===== config.mk =====
export PLATFORM = sky130hd
export DESIGN_NAME = midi_message_assembler_top
export DESIGN_NICKNAME = d
export VERILOG_FILES = /design/src/rtl/mma_pkg.sv /design/src/rtl/mma_ram.sv /design/src/rtl/mma_front.sv /design/src/rtl/mma_cmd_fifo.sv /design/src/rtl/mma_back.sv /design/src/rtl/midi_message_assembler_top.sv
export VERILOG_INCLUDE_DIRS = /design/src /design/src/rtl
export SDC_FILE = /design/constraint.sdc
export NUM_CORES = 1
export LEC_CHECK = 0
export BUFFER_PORTS_ARGS = -buffer_cell sky130_fd_sc_hd__buf_4
export CAP_MARGIN = 10
export CORE_MARGIN = 2
export CORE_UTILIZATION = 30
export DETAILED_ROUTE_END_ITERATION = 8
export PLACE_DENSITY_LB_ADDON = 0.05
export SLEW_MARGIN = 25
export SYNTH_ARGS = -nofsm -noshare
export SYNTH_HDL_FRONTEND = slang
export SYNTH_SLANG_ARGS = --single-unit

===== constraint.sdc =====
create_clock -name clock -period 4 [get_ports clock]
set_clock_uncertainty 0.15 [all_clocks]
set_input_delay 0.8 -clock clock [delete_from_list [all_inputs] [get_ports clock]]
set_output_delay 0.8 -clock clock [all_outputs]
set_load 0.01 [all_outputs]

===== src/rtl/assert_macros.svh =====
// Assertion helpers shared by the RTL modules.
`ifndef ASSERT_MACROS_SVH
`define ASSERT_MACROS_SVH

// Property that must hold at every clock edge outside reset.
`define ASSERT_ALWAYS(lbl, clk, rst, prop) \
   lbl: assert property (@(posedge clk) disable iff (rst) (prop)) \
      else $error("assertion failed");

// Antecedent at one edge requires the consequent at the next edge.
`define ASSERT_NEXT(lbl, clk, rst, ante, cons) \
   lbl: assert property (@(posedge clk) disable iff (rst) (ante) |=> (cons)) \
      else $error("assertion failed");

`endif


===== src/rtl/mma_pkg.sv =====
`default_nettype none

package mma_pkg;

   localparam int MAX_MESSAGE_BYTES = 32;
   localparam int ADDR_W = $clog2(MAX_MESSAGE_BYTES);
   localparam int CNT_W = $clog2(MAX_MESSAGE_BYTES + 1);

   localparam int FIFO_DEPTH = 4;
   localparam int FIFO_AW = $clog2(FIFO_DEPTH);

   // Byte codes.
   localparam logic [7:0] BYTE_8F = 8'h8F;
   localparam logic [7:0] STATUS_SYSEX = 8'hF0;
   localparam logic [7:0] STATUS_EOX = 8'hF7;
   localparam logic [7:0] STATUS_MTC = 8'hF1;
   localparam logic [7:0] STATUS_SONG_POS = 8'hF2;
   localparam logic [7:0] STATUS_SONG_SEL = 8'hF3;

   // Upper nibbles of status bytes.
   localparam logic [3:0] HI_PROGRAM = 4'hC;
   localparam logic [3:0] HI_CH_PRESSURE = 4'hD;
   localparam logic [3:0] HI_SYSTEM = 4'hF;

   // Command from the front end to the back end: an optional buffer write,
   // followed by an optional emission of the first len bytes.
   typedef struct packed {
      logic              wr;
      logic [ADDR_W-1:0] addr;
      logic [7:0]        data;
      logic              emit;
      logic [CNT_W-1:0]  len;
   } cmd_type;

endpackage

`default_nettype wire


===== src/rtl/mma_ram.sv =====
`default_nettype none

module mma_ram #(
   parameter int WIDTH = 8,
   parameter int DEPTH = 32
) (
   input  wire logic                     clock,
   input  wire logic                     wr_en,
   input  wire logic [$clog2(DEPTH)-1:0] wr_addr,
   input  wire logic [WIDTH-1:0]         wr_data,
   input  wire logic                     rd_en,
   input  wire logic [$clog2(DEPTH)-1:0] rd_addr,
   output logic      [WIDTH-1:0]         rd_data
);

   logic [WIDTH-1:0] mem_ff [DEPTH];
   logic [WIDTH-1:0] rd_data_ff;

   always_ff @(posedge clock) begin
      if (wr_en) begin
         mem_ff[wr_addr] <= wr_data;
      end
      if (rd_en) begin
         rd_data_ff <= mem_ff[rd_addr];
      end
   end

   assign rd_data = rd_data_ff;

endmodule

`default_nettype wire


===== src/rtl/mma_front.sv =====
`default_nettype none
`include "assert_macros.svh"

module mma_front import mma_pkg::*; (
   input  wire logic       clock,
   input  wire logic       reset,
   input  wire logic       req_valid,
   output logic            req_stall,
   input  wire logic [7:0] req_midi_in_byte,
   input  wire logic       port_open,
   input  wire logic       cmd_full,
   output logic            cmd_push,
   output cmd_type         cmd
);

   logic [CNT_W-1:0] count_ff, count_in;
   logic [7:0]       status_ff, status_in;
   logic [7:0]       last_ff, last_in;

   logic             accept;
   logic             restart, do_app, overflow, wr;
   logic [CNT_W-1:0] base, n, need;
   logic             has_need, complete, clr, emit;
   logic [7:0]       b, s;

   assign b = req_midi_in_byte;
   assign accept = req_valid && !cmd_full;
   assign req_stall = cmd_full;

   always_comb begin
      restart = 1'b0;
      do_app = 1'b0;
      if (b == BYTE_8F) begin
         do_app = (count_ff >= CNT_W'(2));
      end else if (b[7]) begin
         if (b == STATUS_EOX && count_ff != '0 && status_ff == STATUS_SYSEX) begin
            do_app = 1'b1;
         end else begin
            restart = 1'b1;
            do_app = 1'b1;
         end
      end else begin
         do_app = (count_ff != '0);
      end

      base = restart ? '0 : count_ff;
      overflow = do_app && (base >= CNT_W'(MAX_MESSAGE_BYTES));
      wr = do_app && !overflow;
      n = overflow ? '0 : (wr ? base + CNT_W'(1) : base);
      s = restart ? b : status_ff;
      last_in = wr ? b : last_ff;

      need = CNT_W'(3);
      has_need = 1'b0;
      complete = 1'b0;
      clr = 1'b0;
      if (n != '0) begin
         if (!s[7]) begin
            clr = 1'b1;
         end else if (s[7:4] != HI_SYSTEM) begin
            has_need = 1'b1;
            if (s[7:4] == HI_PROGRAM || s[7:4] == HI_CH_PRESSURE) begin
               need = CNT_W'(2);
            end
         end else begin
            case (s)
               STATUS_SYSEX: begin
                  complete = (last_in == STATUS_EOX);
               end
               STATUS_SONG_POS: begin
                  has_need = 1'b1;
               end
               STATUS_SONG_SEL: begin
                  has_need = 1'b1;
                  need = CNT_W'(2);
               end
               STATUS_MTC, STATUS_EOX: begin
                  clr = 1'b1;
               end
               default: begin
                  complete = 1'b1;
               end
            endcase
         end
         if (has_need) begin
            if (n == need) begin
               complete = 1'b1;
            end else if (n > need) begin
               clr = 1'b1;
            end
         end
      end

      emit = complete && (n > CNT_W'(1)) && port_open;
      count_in = (complete || clr) ? '0 : n;
      status_in = s;
   end

   assign cmd_push = accept && (wr || emit);
   assign cmd.wr = wr;
   assign cmd.addr = base[ADDR_W-1:0];
   assign cmd.data = b;
   assign cmd.emit = emit;
   assign cmd.len = n;

   always_ff @(posedge clock) begin
      if (reset) begin
         count_ff <= '0;
      end else if (accept) begin
         count_ff <= count_in;
      end
   end

   always_ff @(posedge clock) begin
      if (accept) begin
         status_ff <= status_in;
         last_ff <= last_in;
      end
   end

   `ASSERT_ALWAYS(a_count_bound, clock, reset, count_ff <= CNT_W'(MAX_MESSAGE_BYTES))

endmodule

`default_nettype wire


===== src/rtl/mma_cmd_fifo.sv =====
`default_nettype none
`include "assert_macros.svh"

module mma_cmd_fifo import mma_pkg::*; (
   input  wire logic    clock,
   input  wire logic    reset,
   input  wire logic    push,
   input  wire cmd_type push_cmd,
   input  wire logic    pop,
   output cmd_type      head,
   output logic         full,
   output logic         empty
);

   cmd_type              q_ff [FIFO_DEPTH];
   logic [FIFO_AW-1:0]   wp_ff, rp_ff;
   logic [FIFO_AW:0]     cnt_ff, cnt_in;

   assign full = (cnt_ff == (FIFO_AW + 1)'(FIFO_DEPTH));
   assign empty = (cnt_ff == '0);
   assign head = q_ff[rp_ff];

   always_comb begin
      cnt_in = cnt_ff;
      if (push && !pop) begin
         cnt_in = cnt_ff + 1'b1;
      end else if (pop && !push) begin
         cnt_in = cnt_ff - 1'b1;
      end
   end

   always_ff @(posedge clock) begin
      if (reset) begin
         wp_ff <= '0;
         rp_ff <= '0;
         cnt_ff <= '0;
      end else begin
         cnt_ff <= cnt_in;
         if (push) begin
            wp_ff <= wp_ff + 1'b1;
         end
         if (pop) begin
            rp_ff <= rp_ff + 1'b1;
         end
      end
   end

   always_ff @(posedge clock) begin
      if (push) begin
         q_ff[wp_ff] <= push_cmd;
      end
   end

   `ASSERT_ALWAYS(a_no_overrun, clock, reset, !(push && full))
   `ASSERT_ALWAYS(a_no_underrun, clock, reset, !(pop && empty))

endmodule

`default_nettype wire


===== src/rtl/mma_back.sv =====
`default_nettype none
`include "assert_macros.svh"

module mma_back import mma_pkg::*; (
   input  wire logic    clock,
   input  wire logic    reset,
   input  wire logic    cmd_valid,
   input  wire cmd_type head,
   output logic         cmd_pop,
   output logic         rsp_valid,
   input  wire logic    rsp_stall,
   output logic [7:0]   rsp_midi_out_byte,
   output logic         rsp_last_byte
);

   localparam logic [1:0] ST_IDLE = 2'd0;
   localparam logic [1:0] ST_READ = 2'd1;
   localparam logic [1:0] ST_LOAD = 2'd2;

   logic [1:0]        state_ff, state_in;
   logic [ADDR_W-1:0] rd_idx_ff, rd_idx_in;
   logic [CNT_W-1:0]  len_ff, len_in;
   logic              out_valid_ff, out_valid_in;
   logic [7:0]        out_byte_ff;
   logic              out_last_ff;
   logic [7:0]        rd_data;
   logic              out_free, load, is_last;

   mma_ram #(
      .WIDTH(8),
      .DEPTH(MAX_MESSAGE_BYTES)
   ) u_store (
      .clock  (clock),
      .wr_en  (cmd_pop && head.wr),
      .wr_addr(head.addr),
      .wr_data(head.data),
      .rd_en  (state_ff == ST_READ),
      .rd_addr(rd_idx_ff),
      .rd_data(rd_data)
   );

   assign out_free = !out_valid_ff || !rsp_stall;
   assign cmd_pop = (state_ff == ST_IDLE) && cmd_valid;
   assign load = (state_ff == ST_LOAD) && out_free;
   assign is_last = ((CNT_W'(rd_idx_ff) + CNT_W'(1)) == len_ff);

   always_comb begin
      state_in = state_ff;
      rd_idx_in = rd_idx_ff;
      len_in = len_ff;
      case (state_ff)
         ST_IDLE: begin
            if (cmd_pop && head.emit) begin
               len_in = head.len;
               rd_idx_in = '0;
               state_in = ST_READ;
            end
         end
         ST_READ: begin
            state_in = ST_LOAD;
         end
         ST_LOAD: begin
            if (load) begin
               if (is_last) begin
                  state_in = ST_IDLE;
               end else begin
                  rd_idx_in = rd_idx_ff + 1'b1;
                  state_in = ST_READ;
               end
            end
         end
         default: begin
            state_in = ST_IDLE;
         end
      endcase

      out_valid_in = out_valid_ff;
      if (load) begin
         out_valid_in = 1'b1;
      end else if (!rsp_stall) begin
         out_valid_in = 1'b0;
      end
   end

   always_ff @(posedge clock) begin
      if (reset) begin
         state_ff <= ST_IDLE;
         out_valid_ff <= 1'b0;
      end else begin
         state_ff <= state_in;
         out_valid_ff <= out_valid_in;
      end
   end

   always_ff @(posedge clock) begin
      rd_idx_ff <= rd_idx_in;
      len_ff <= len_in;
      if (load) begin
         out_byte_ff <= rd_data;
         out_last_ff <= is_last;
      end
   end

   assign rsp_valid = out_valid_ff;
   assign rsp_midi_out_byte = out_byte_ff;
   assign rsp_last_byte = out_last_ff;

   `ASSERT_ALWAYS(a_idx_in_msg, clock, reset,
      (state_ff == ST_IDLE) || (CNT_W'(rd_idx_ff) < len_ff))
   `ASSERT_NEXT(a_pop_only_idle, clock, reset, state_ff != ST_IDLE, !cmd_pop || state_ff == ST_IDLE)

endmodule

`default_nettype wire


===== src/rtl/midi_message_assembler_top.sv =====
// MIDI message assembler.
// Received MIDI bytes enter one per transaction on the req_ channel
// (req_valid, req_stall, req_midi_in_byte). Completed messages leave on the
// rsp_ channel as one transaction per byte, in order, with rsp_last_byte set
// on the final byte. A transaction moves when valid is high and stall is low.
// The APB-style port holds one register, port_open, at byte address 0; only
// while it is 1 are completed messages sent out.
// The front end takes one byte per cycle while the queue is not full and
// classifies it in that cycle. Each byte that must be stored or that
// completes a message becomes a command in a four-entry queue. The back
// end takes one command per cycle while idle, then sends the message with
// one buffer memory read and one output load per byte; the byte read goes
// from the buffer memory into the output register in the load step.
// When the receiver stalls, the output register holds its byte, the back end
// waits, and once the queue fills the front end raises req_stall.
// Reset empties the message buffer count, the queue and the output register
// and closes the port. The buffer memory itself is not cleared.
`default_nettype none

module midi_message_assembler_top import mma_pkg::*; (
   input  wire logic        clock,
   input  wire logic        reset,
   input  wire logic        req_valid,
   output logic             req_stall,
   input  wire logic [7:0]  req_midi_in_byte,
   output logic             rsp_valid,
   input  wire logic        rsp_stall,
   output logic [7:0]       rsp_midi_out_byte,
   output logic             rsp_last_byte,
   input  wire logic        psel,
   input  wire logic        penable,
   input  wire logic        pwrite,
   input  wire logic [2:0]  paddr,
   input  wire logic [31:0] pwdata,
   output logic [31:0]      prdata,
   output logic             pready
);

   // Register index taken from the word address.
   localparam logic REG_PORT_OPEN = 1'b0;

   logic    port_open_ff;
   logic    csr_write;
   logic    cmd_push, cmd_pop, cmd_full, cmd_empty;
   cmd_type cmd, head;

   // Configuration register; writes to other addresses are ignored.
   assign pready = 1'b1;
   assign csr_write = psel && penable && pwrite && pready;

   always_ff @(posedge clock) begin
      if (reset) begin
         port_open_ff <= 1'b0;
      end else if (csr_write && paddr[2] == REG_PORT_OPEN) begin
         port_open_ff <= pwdata[0];
      end
   end

   assign prdata = (paddr[2] == REG_PORT_OPEN) ? {31'd0, port_open_ff} : 32'd0;

   // The front end tracks the message count, status byte and last byte held.
   mma_front u_front (
      .clock           (clock),
      .reset           (reset),
      .req_valid       (req_valid),
      .req_stall       (req_stall),
      .req_midi_in_byte(req_midi_in_byte),
      .port_open       (port_open_ff),
      .cmd_full        (cmd_full),
      .cmd_push        (cmd_push),
      .cmd             (cmd)
   );

   mma_cmd_fifo u_fifo (
      .clock   (clock),
      .reset   (reset),
      .push    (cmd_push),
      .push_cmd(cmd),
      .pop     (cmd_pop),
      .head    (head),
      .full    (cmd_full),
      .empty   (cmd_empty)
   );

   // The back end owns the buffer memory, so writes for the next message
   // wait in the queue until the current emission has read its bytes.
   mma_back u_back (
      .clock            (clock),
      .reset            (reset),
      .cmd_valid        (!cmd_empty),
      .head             (head),
      .cmd_pop          (cmd_pop),
      .rsp_valid        (rsp_valid),
      .rsp_stall        (rsp_stall),
      .rsp_midi_out_byte(rsp_midi_out_byte),
      .rsp_last_byte    (rsp_last_byte)
   );

endmodule

`default_nettype wire

==> flow_metrics.py, run 1 <==
metrics = {
    "power_and_ir_drop": {
        "p_per_area_mw_per_mm2": 660,
        "p_leak_uw": 0.00628,
        "power.ir.vdd_worst_v": 0.000333,
    },
    "worst_hold_path": {
        "min_path_type": "reg -> reg",
        "min_from": "u_back.u_store.rd_data[1]",
    },
    "routing": {
        "ant_nets": 0,
        "drtIter0Drc": 463,
        "viasPerCell": 4.66,
        "wl_per_cell_um": 21.9,
        "drt-total-wl_mm": 37.2,
        "dr.pass1.iters": 5,
        "num_vias": 7914,
        "drc": 0,
    },
    "synthesis": {
        "syn-mean-instance-area_sq_um": 19.3,
        "synth_cells": 846,
        "synth_compound_area_frac": 0.0223,
        "yosys.area_share.xor_xnor": 0.00913,
        "ys_types": 58,
        "ys_warn_count": 0,
        "synth_top_family_by_area": "multiplexers",
        "synth.area.mux_share": 0.154,
        "synth_ff_type": "edfxtp_1",
        "ys_seq_area_frac": 0.731,
        "synthSimpleGateAreaFrac": 0.0512,
        "ys_ff_latch": 403,
        "synth-edff-count": 384,
        "synth_fa_ha_area_frac": 0.00737,
        "postSynth.asyncResetShare": 0,
        "netlist_area_sq_mm": 0.0163,
    },
    "worst_setup_path": {
        "path_class": "reg -> reg",
        "end_kind": "flip-flop",
        "arrival_ps": 4130,
        "r2r-start": "u_front.count_ff[2]",
        "crit_start": "u_front.count_ff[2]",
        "cp-start-kind": "flip-flop",
        "worst_ep_required_time_ps": 4350,
        "path_max_fanout": 6,
    },
    "job": {
        "max-cap-violations": 0,
    },
    "grt": {
        "met2_usage": 0.235,
        "gr-total-overflow": 0,
        "grt_pass1_wl_mm": 55.6,
        "grt_pass1_vias": 8458,
        "grt_max_degree": 65,
        "use_met1": 0.174,
        "grt_util_all_layers": 0.136,
        "grt.busiest_layer": "met2",
        "use_met3": 0.0233,
        "antenna_found_initial": 0,
    },
    "clock_tree": {
        "clk_latency_ps": 560,
        "postCtsSetupRepairBufs": 0,
        "cts_buffers": 46,
        "clk_path_buf_depth": 3,
        "cts.htree.levels": 2,
        "numClockSinks": 403,
        "clkTransAtPathRegs_ps": 60,
        "cts_root_buffer": "clkbuf_16",
        "cts_tree": "yes",
    },
    "place": {
        "dp_hpwl_mm": 23.8,
        "numPortBuffers": 28,
        "dpl.cell_count": 1615,
        "place_area_sq_mm": 0.0178,
        "gp_congestion": 0.803,
    },
    "outcome": {
        "status": "completed",
    },
    "cells_and_area": {
        "antenna_cells": 0,
        "syn2layout_area_growth_pct": 17.9,
        "fin_area_sq_mm": 0.0192,
        "stdcell_count": 1698,
        "nets": 1026,
        "drive_gt1_frac": 0.301,
    },
    "timing": {
        "fmax_ghz": 0.265,
        "fin_tns_setup_ps": 0,
        "tightest_slew_ps": 809,
        "slew_viol_final": 0,
        "finalHoldViolCount": 0,
        "finalCritPeriodShare": 0.945,
        "slew_headroom": 0.459,
        "finalSetupViolations": 0,
        "rsz0062_at_grt": "false",
        "post-route-min-period_ps": 3780,
    },
    "die": {
        "die_w_um": 237,
        "pin_count": 94,
        "core_sq_mm": 0.0538,
        "die_area_sq_mm": 0.0562,
        "start_util": 0.303,
        "die_y_um": 237,
        "rows": 85,
    },
}
flip-flops by register name (all words and copies together) (netlist names), named ones only:
signal,flops
u_fifo.q_ff,84
port_open_ff,1
u_back.rsp_midi_out_byte,8
u_front.status_ff,8
u_back.state_ff,2
u_back.rd_idx_ff,5
u_back.u_store.rd_data,8
u_back.len_ff,6
u_back.rsp_last_byte,1
u_back.u_store.mem_ff,256
u_front.count_ff,6
u_back.rsp_valid,1
u_front.last_ff,8
u_fifo.cnt_ff,3
u_fifo.wp_ff,2
u_fifo.rp_ff,2
path summary, 6_finish.rpt:
| path | slack (ps) | cells past startpoint | endpoint |
|---|---|---|---|
| worst max register to register | 220 | 14 | u_front.count_ff[3] |
| worst min-delay path | 270 | 0 | u_back.rsp_midi_out_byte[1] |
| worst min register to register | 270 | 0 | u_back.rsp_midi_out_byte[1] |
| worst max-delay path | 220 | 14 | u_front.count_ff[3] |
power breakdown:
| part | internal, uW | switching, uW |
|---|---|---|
| Combinational | 1290 | 1830 |
| Sequential | 5400 | 151 |
| Clock | 2400 | 1630 |
synthesized netlist by cell type (all sizes together), types with 2 or more instances:
| library cell | count | share of area |
|---|---|---|
| nand2b | 5 | 0.0019 |
| a22oi | 3 | 0.0014 |
| or4 | 2 | 0.0012 |
| xnor2 | 10 | 0.0054 |
| buf | 49 | 0.019 |
| nor3 | 5 | 0.0015 |
| o21a | 2 | 0.00092 |
| nor3b | 2 | 0.00092 |
| a21o | 2 | 0.00092 |
| a21bo | 2 | 0.0012 |
| a31oi | 3 | 0.0012 |
| o21ai | 11 | 0.0036 |
| a21oi | 13 | 0.0049 |
| o22ai | 2 | 0.00077 |
| nand4 | 3 | 0.0012 |
| nand4b | 4 | 0.0021 |
| nor2b | 8 | 0.0031 |
| nor4 | 2 | 0.0017 |
| clkbuf | 19 | 0.0044 |
| and2 | 12 | 0.0046 |
| dfxtp | 19 | 0.023 |
| xor2 | 7 | 0.0038 |
| mux2i | 5 | 0.0031 |
| nand3b | 4 | 0.0018 |
| nand3 | 13 | 0.0040 |
| ha | 8 | 0.0061 |
| mux4 | 101 | 0.14 |
| or3 | 5 | 0.0022 |
| edfxtp | 384 | 0.71 |
| inv | 8 | 0.0018 |
| conb | 2 | 0.00046 |
| and3 | 2 | 0.00077 |
| a211oi | 5 | 0.0023 |
| nor2 | 62 | 0.015 |
| o31ai | 2 | 0.00092 |
| nand2 | 35 | 0.0081 |
| mux2 | 16 | 0.011 |
cell type report:
type / count / area [sq um]
Clock buffer: 54 / 1200
Timing Repair Buffer: 111 / 858
Multi-Input combinational cell: 397 / 4110
Clock inverter: 29 / 240
Inverter: 8 / 30.0
Tap cell: 696 / 871
Sequential cell: 403 / 11900
Fill cell: 5003 / 34600
cell usage in the layout (no fill, tap or decap), drive strengths merged, types with 3 or more instances in the layout:
master,instances
mux2i,5
nand2b,5
clkbuf,54
clkinv,23
edfxtp,384
inv,10
mux2,16
a31oi,3
and2,12
o21ai,11
xor2,7
a21oi,13
nor2,62
xnor2,10
nand2,35
a211oi,5
conb,32
a22oi,3
bufinv,4
nand4b,4
nand3b,4
or3,5
nor3,5
nand4,3
ha,8
dfxtp,19
nand3,13
buf,111
mux4,101
nor2b,8
critical path, cell delays in order (launching register included):
cell,delay [ps]
dfxtp_1,320
or3_4,410
or4_4,480
a21o_2,290
buf_4,170
and2_4,160
ha_1,210
buf_4,140
a41o_1,200
a22o_1,260
a32o_1,230
a41oi_2,190
and3_4,260
o221ai_2,110
a21oi_2,130
layer usage:
layer | share of wire | vias to the layer above
li1 | - | 3588
met5 | 0 | -
met3 | 0.035 | 57
met4 | 0.024 | 0
met1 | 0.44 | 4131
met2 | 0.50 | 138
cells by family (layout without fill, tap and decap cells):
kind of cell,Yosys count,in the layout
xor+xnor,17,17
other cells,2,32
flops,403,403
compound gates,51,51
buf+inv,76,202
mux,122,122
fa+ha+maj,9,9
simple gates,166,166
through the flow:
stage	power [uW]	worst slack, ps	hold WS (ps)	utilization
finish	12700	222	268	0.357
detailed placement	8870	-112	256	0.330
global route	13300	38.6	271	0.357
global placement	8790	-86.0	255	0.330
floorplan	7660	15.5	250	-
CTS	13000	46.9	269	0.357
timing repair:
item	in CTS	in global routing
endpoints found under the setup margin	0	6
hold buffers	0	0
resized for setup	0	3
Note: power is estimated with default switching activity, not from simulation.
==> inputs of run 2 (changes only) <==
Settings changed: CELL_PAD_IN_SITES_DETAIL_PLACEMENT set to 2, CELL_PAD_IN_SITES_GLOBAL_PLACEMENT set to 2, SETUP_SLACK_MARGIN set to 0.02.
==> flow_metrics.py, run 2 (synthesized netlist as in run 1, its figures left out) <==
metrics = {
    "worst_setup_path": {
        "crit_start": "u_front.count_ff[2]",
        "crit_slowest_cell": "or4_4",
        "slowest_delay_ps": 480,
        "path_class": "reg -> reg",
        "end_kind": "flip-flop",
        "r2r-start": "u_front.count_ff[2]",
        "arrival_ps": 4120,
        "cp_common_cell": "buf_4",
        "worst_ep_required_time_ps": 4350,
        "path_max_fanout": 6,
        "cp-start-kind": "flip-flop",
        "crit_chain": "or3_4, or4_4, a21o_1, buf_4, and2_4, ha_1, buf_4, a41o_1, a22o_1, a32o_1, a41oi_2, and3_2, o221ai_2, a21oi_2",
    },
    "clock_tree": {
        "clk_path_buf_depth": 3,
        "cts_root_buffer": "clkbuf_16",
        "numClockSinks": 403,
        "clkTransAtPathRegs_ps": 60,
        "postCtsSetupRepairBufs": 0,
        "cts_buffers": 46,
        "cts_hold_buf": 0,
        "cts_tree": "yes",
        "clk_latency_ps": 570,
        "cts_resized": 0,
        "cts.htree.levels": 2,
    },
    "cells_and_area": {
        "final_cell_mix": "edfxtp_1, buf_4, mux4_2",
        "syn2layout_area_growth_pct": 18.8,
        "top_regs": "u_back.u_store.mem_ff: 256 flops, u_fifo.q_ff: 84 flops",
        "fin_util": 0.360,
        "drive_gt1_frac": 0.306,
        "final_common_cell": "edfxtp_1",
        "largest_reg_flops": 256,
        "largest-register": "u_back.u_store.mem_ff",
        "n_fill_cell": 5235,
        "nets": 1038,
        "antenna_cells": 0,
    },
    "worst_hold_path": {
        "min_path_type": "reg -> reg",
        "min_from": "u_back.u_store.rd_data[2]",
    },
    "outcome": {
        "status": "completed",
    },
    "routing": {
        "num_vias": 8085,
        "dr.pass1.iters": 4,
        "wl_per_cell_um": 23.4,
        "drc": 0,
        "drt-total-wl_mm": 40.0,
        "ant_nets": 0,
        "viasPerCell": 4.73,
        "drtIter0Drc": 465,
    },
    "timing": {
        "finalCritPeriodShare": 0.942,
        "slew_headroom": 0.433,
        "fin_ws_ps": 234,
        "slew_viol_final": 0,
        "whs_ps": 272,
        "rsz0062_at_grt": "false",
        "post-route-min-period_ps": 3770,
        "tightest_slew_ps": 848,
        "fmax_ghz": 0.266,
        "finalSetupViolations": 0,
        "finalHoldViolCount": 0,
    },
    "grt": {
        "grt_max_degree": 65,
        "grt_pass1_wl_mm": 60.5,
        "grt_util_all_layers": 0.146,
        "grt_pass1_vias": 9283,
        "antenna_found_initial": 0,
        "gr-total-overflow": 0,
    },
    "power_and_ir_drop": {
        "p_per_area_mw_per_mm2": 666,
        "power.total_uw": 12900,
        "power.ir.vdd_worst_v": 0.000304,
        "p_leak_uw": 0.00636,
    },
    "die": {
        "rows": 85,
        "core_sq_mm": 0.0538,
        "die_y_um": 237,
        "die_area_sq_mm": 0.0562,
        "die_w_um": 237,
        "start_util": 0.303,
        "pin_count": 94,
    },
    "place": {
        "gp_congestion": 0.751,
        "numPortBuffers": 28,
        "dp_slack_ps": -206,
        "dp_hpwl_mm": 27.0,
    },
    "job": {
        "max-cap-violations": 0,
    },
}
run 2: changes by cell type in the layout (fill, tap and decap cells not counted), sizes merged:
| cell | previous run | this run |
|---|---|---|
| buf | 111 | 123 |
| bufinv | 4 | 5 |
| clkbuf | 54 | 58 |
| clkinv | 23 | 18 |
| clkinvlp | 0 | 1 |
run 2: cell type report:
type | count | area (sq um) | share of cell area
Tap cell | 696 | 871 | 0.0449
Clock buffer | 58 | 1220 | 0.0628
Multi-Input combinational cell | 397 | 4110 | 0.212
Inverter | 8 | 30.0 | 0.00155
Timing Repair Buffer | 123 | 973 | 0.0502
Sequential cell | 403 | 11900 | 0.615
Clock inverter | 26 | 265 | 0.0137
run 2: power breakdown:
part | switching [uW] | leakage [uW] | internal (uW)
Clock | 1670 | 0.000727 | 2480
Sequential | 178 | 0.00363 | 5400
Combinational | 1840 | 0.00200 | 1340
Total | 3690 | 0.00636 | 9210
run 2: worst paths after layout:
kind / slack [ps] / to / depth (start not counted)
hold / removal: 270 / u_back.rsp_midi_out_byte[2] / 0
hold reg to reg: 270 / u_back.rsp_midi_out_byte[2] / 0
setup reg to reg: 230 / u_front.count_ff[3] / 14
setup / recovery: 230 / u_front.count_ff[3] / 14
run 2: critical path: cells and delay by family (launching register included):
family          cells  cell delay [ps]
compound gates      7             1410
simple gates        4             1330
buf+inv             2              310
flops               1              310
fa+ha+maj           1              200
run 2: per-layer routing:
metal | wire, um | track usage | up-vias
met5 | 0 | 0 | -
met4 | 1320 | 0.0566 | 0
met1 | 16700 | 0.181 | 4295
met2 | 20500 | 0.256 | 110
li1 | - | - | 3611
met3 | 1470 | 0.0249 | 69
run 2: metrics by stage:
stage	instances	cell area [sq um]	setup TNS (ps)
floorplan	876	16500	0
global placement	1627	17900	-700
detailed placement	1627	17900	-951
CTS	1711	19400	0
global route	1711	19400	0
finish	1711	19400	0
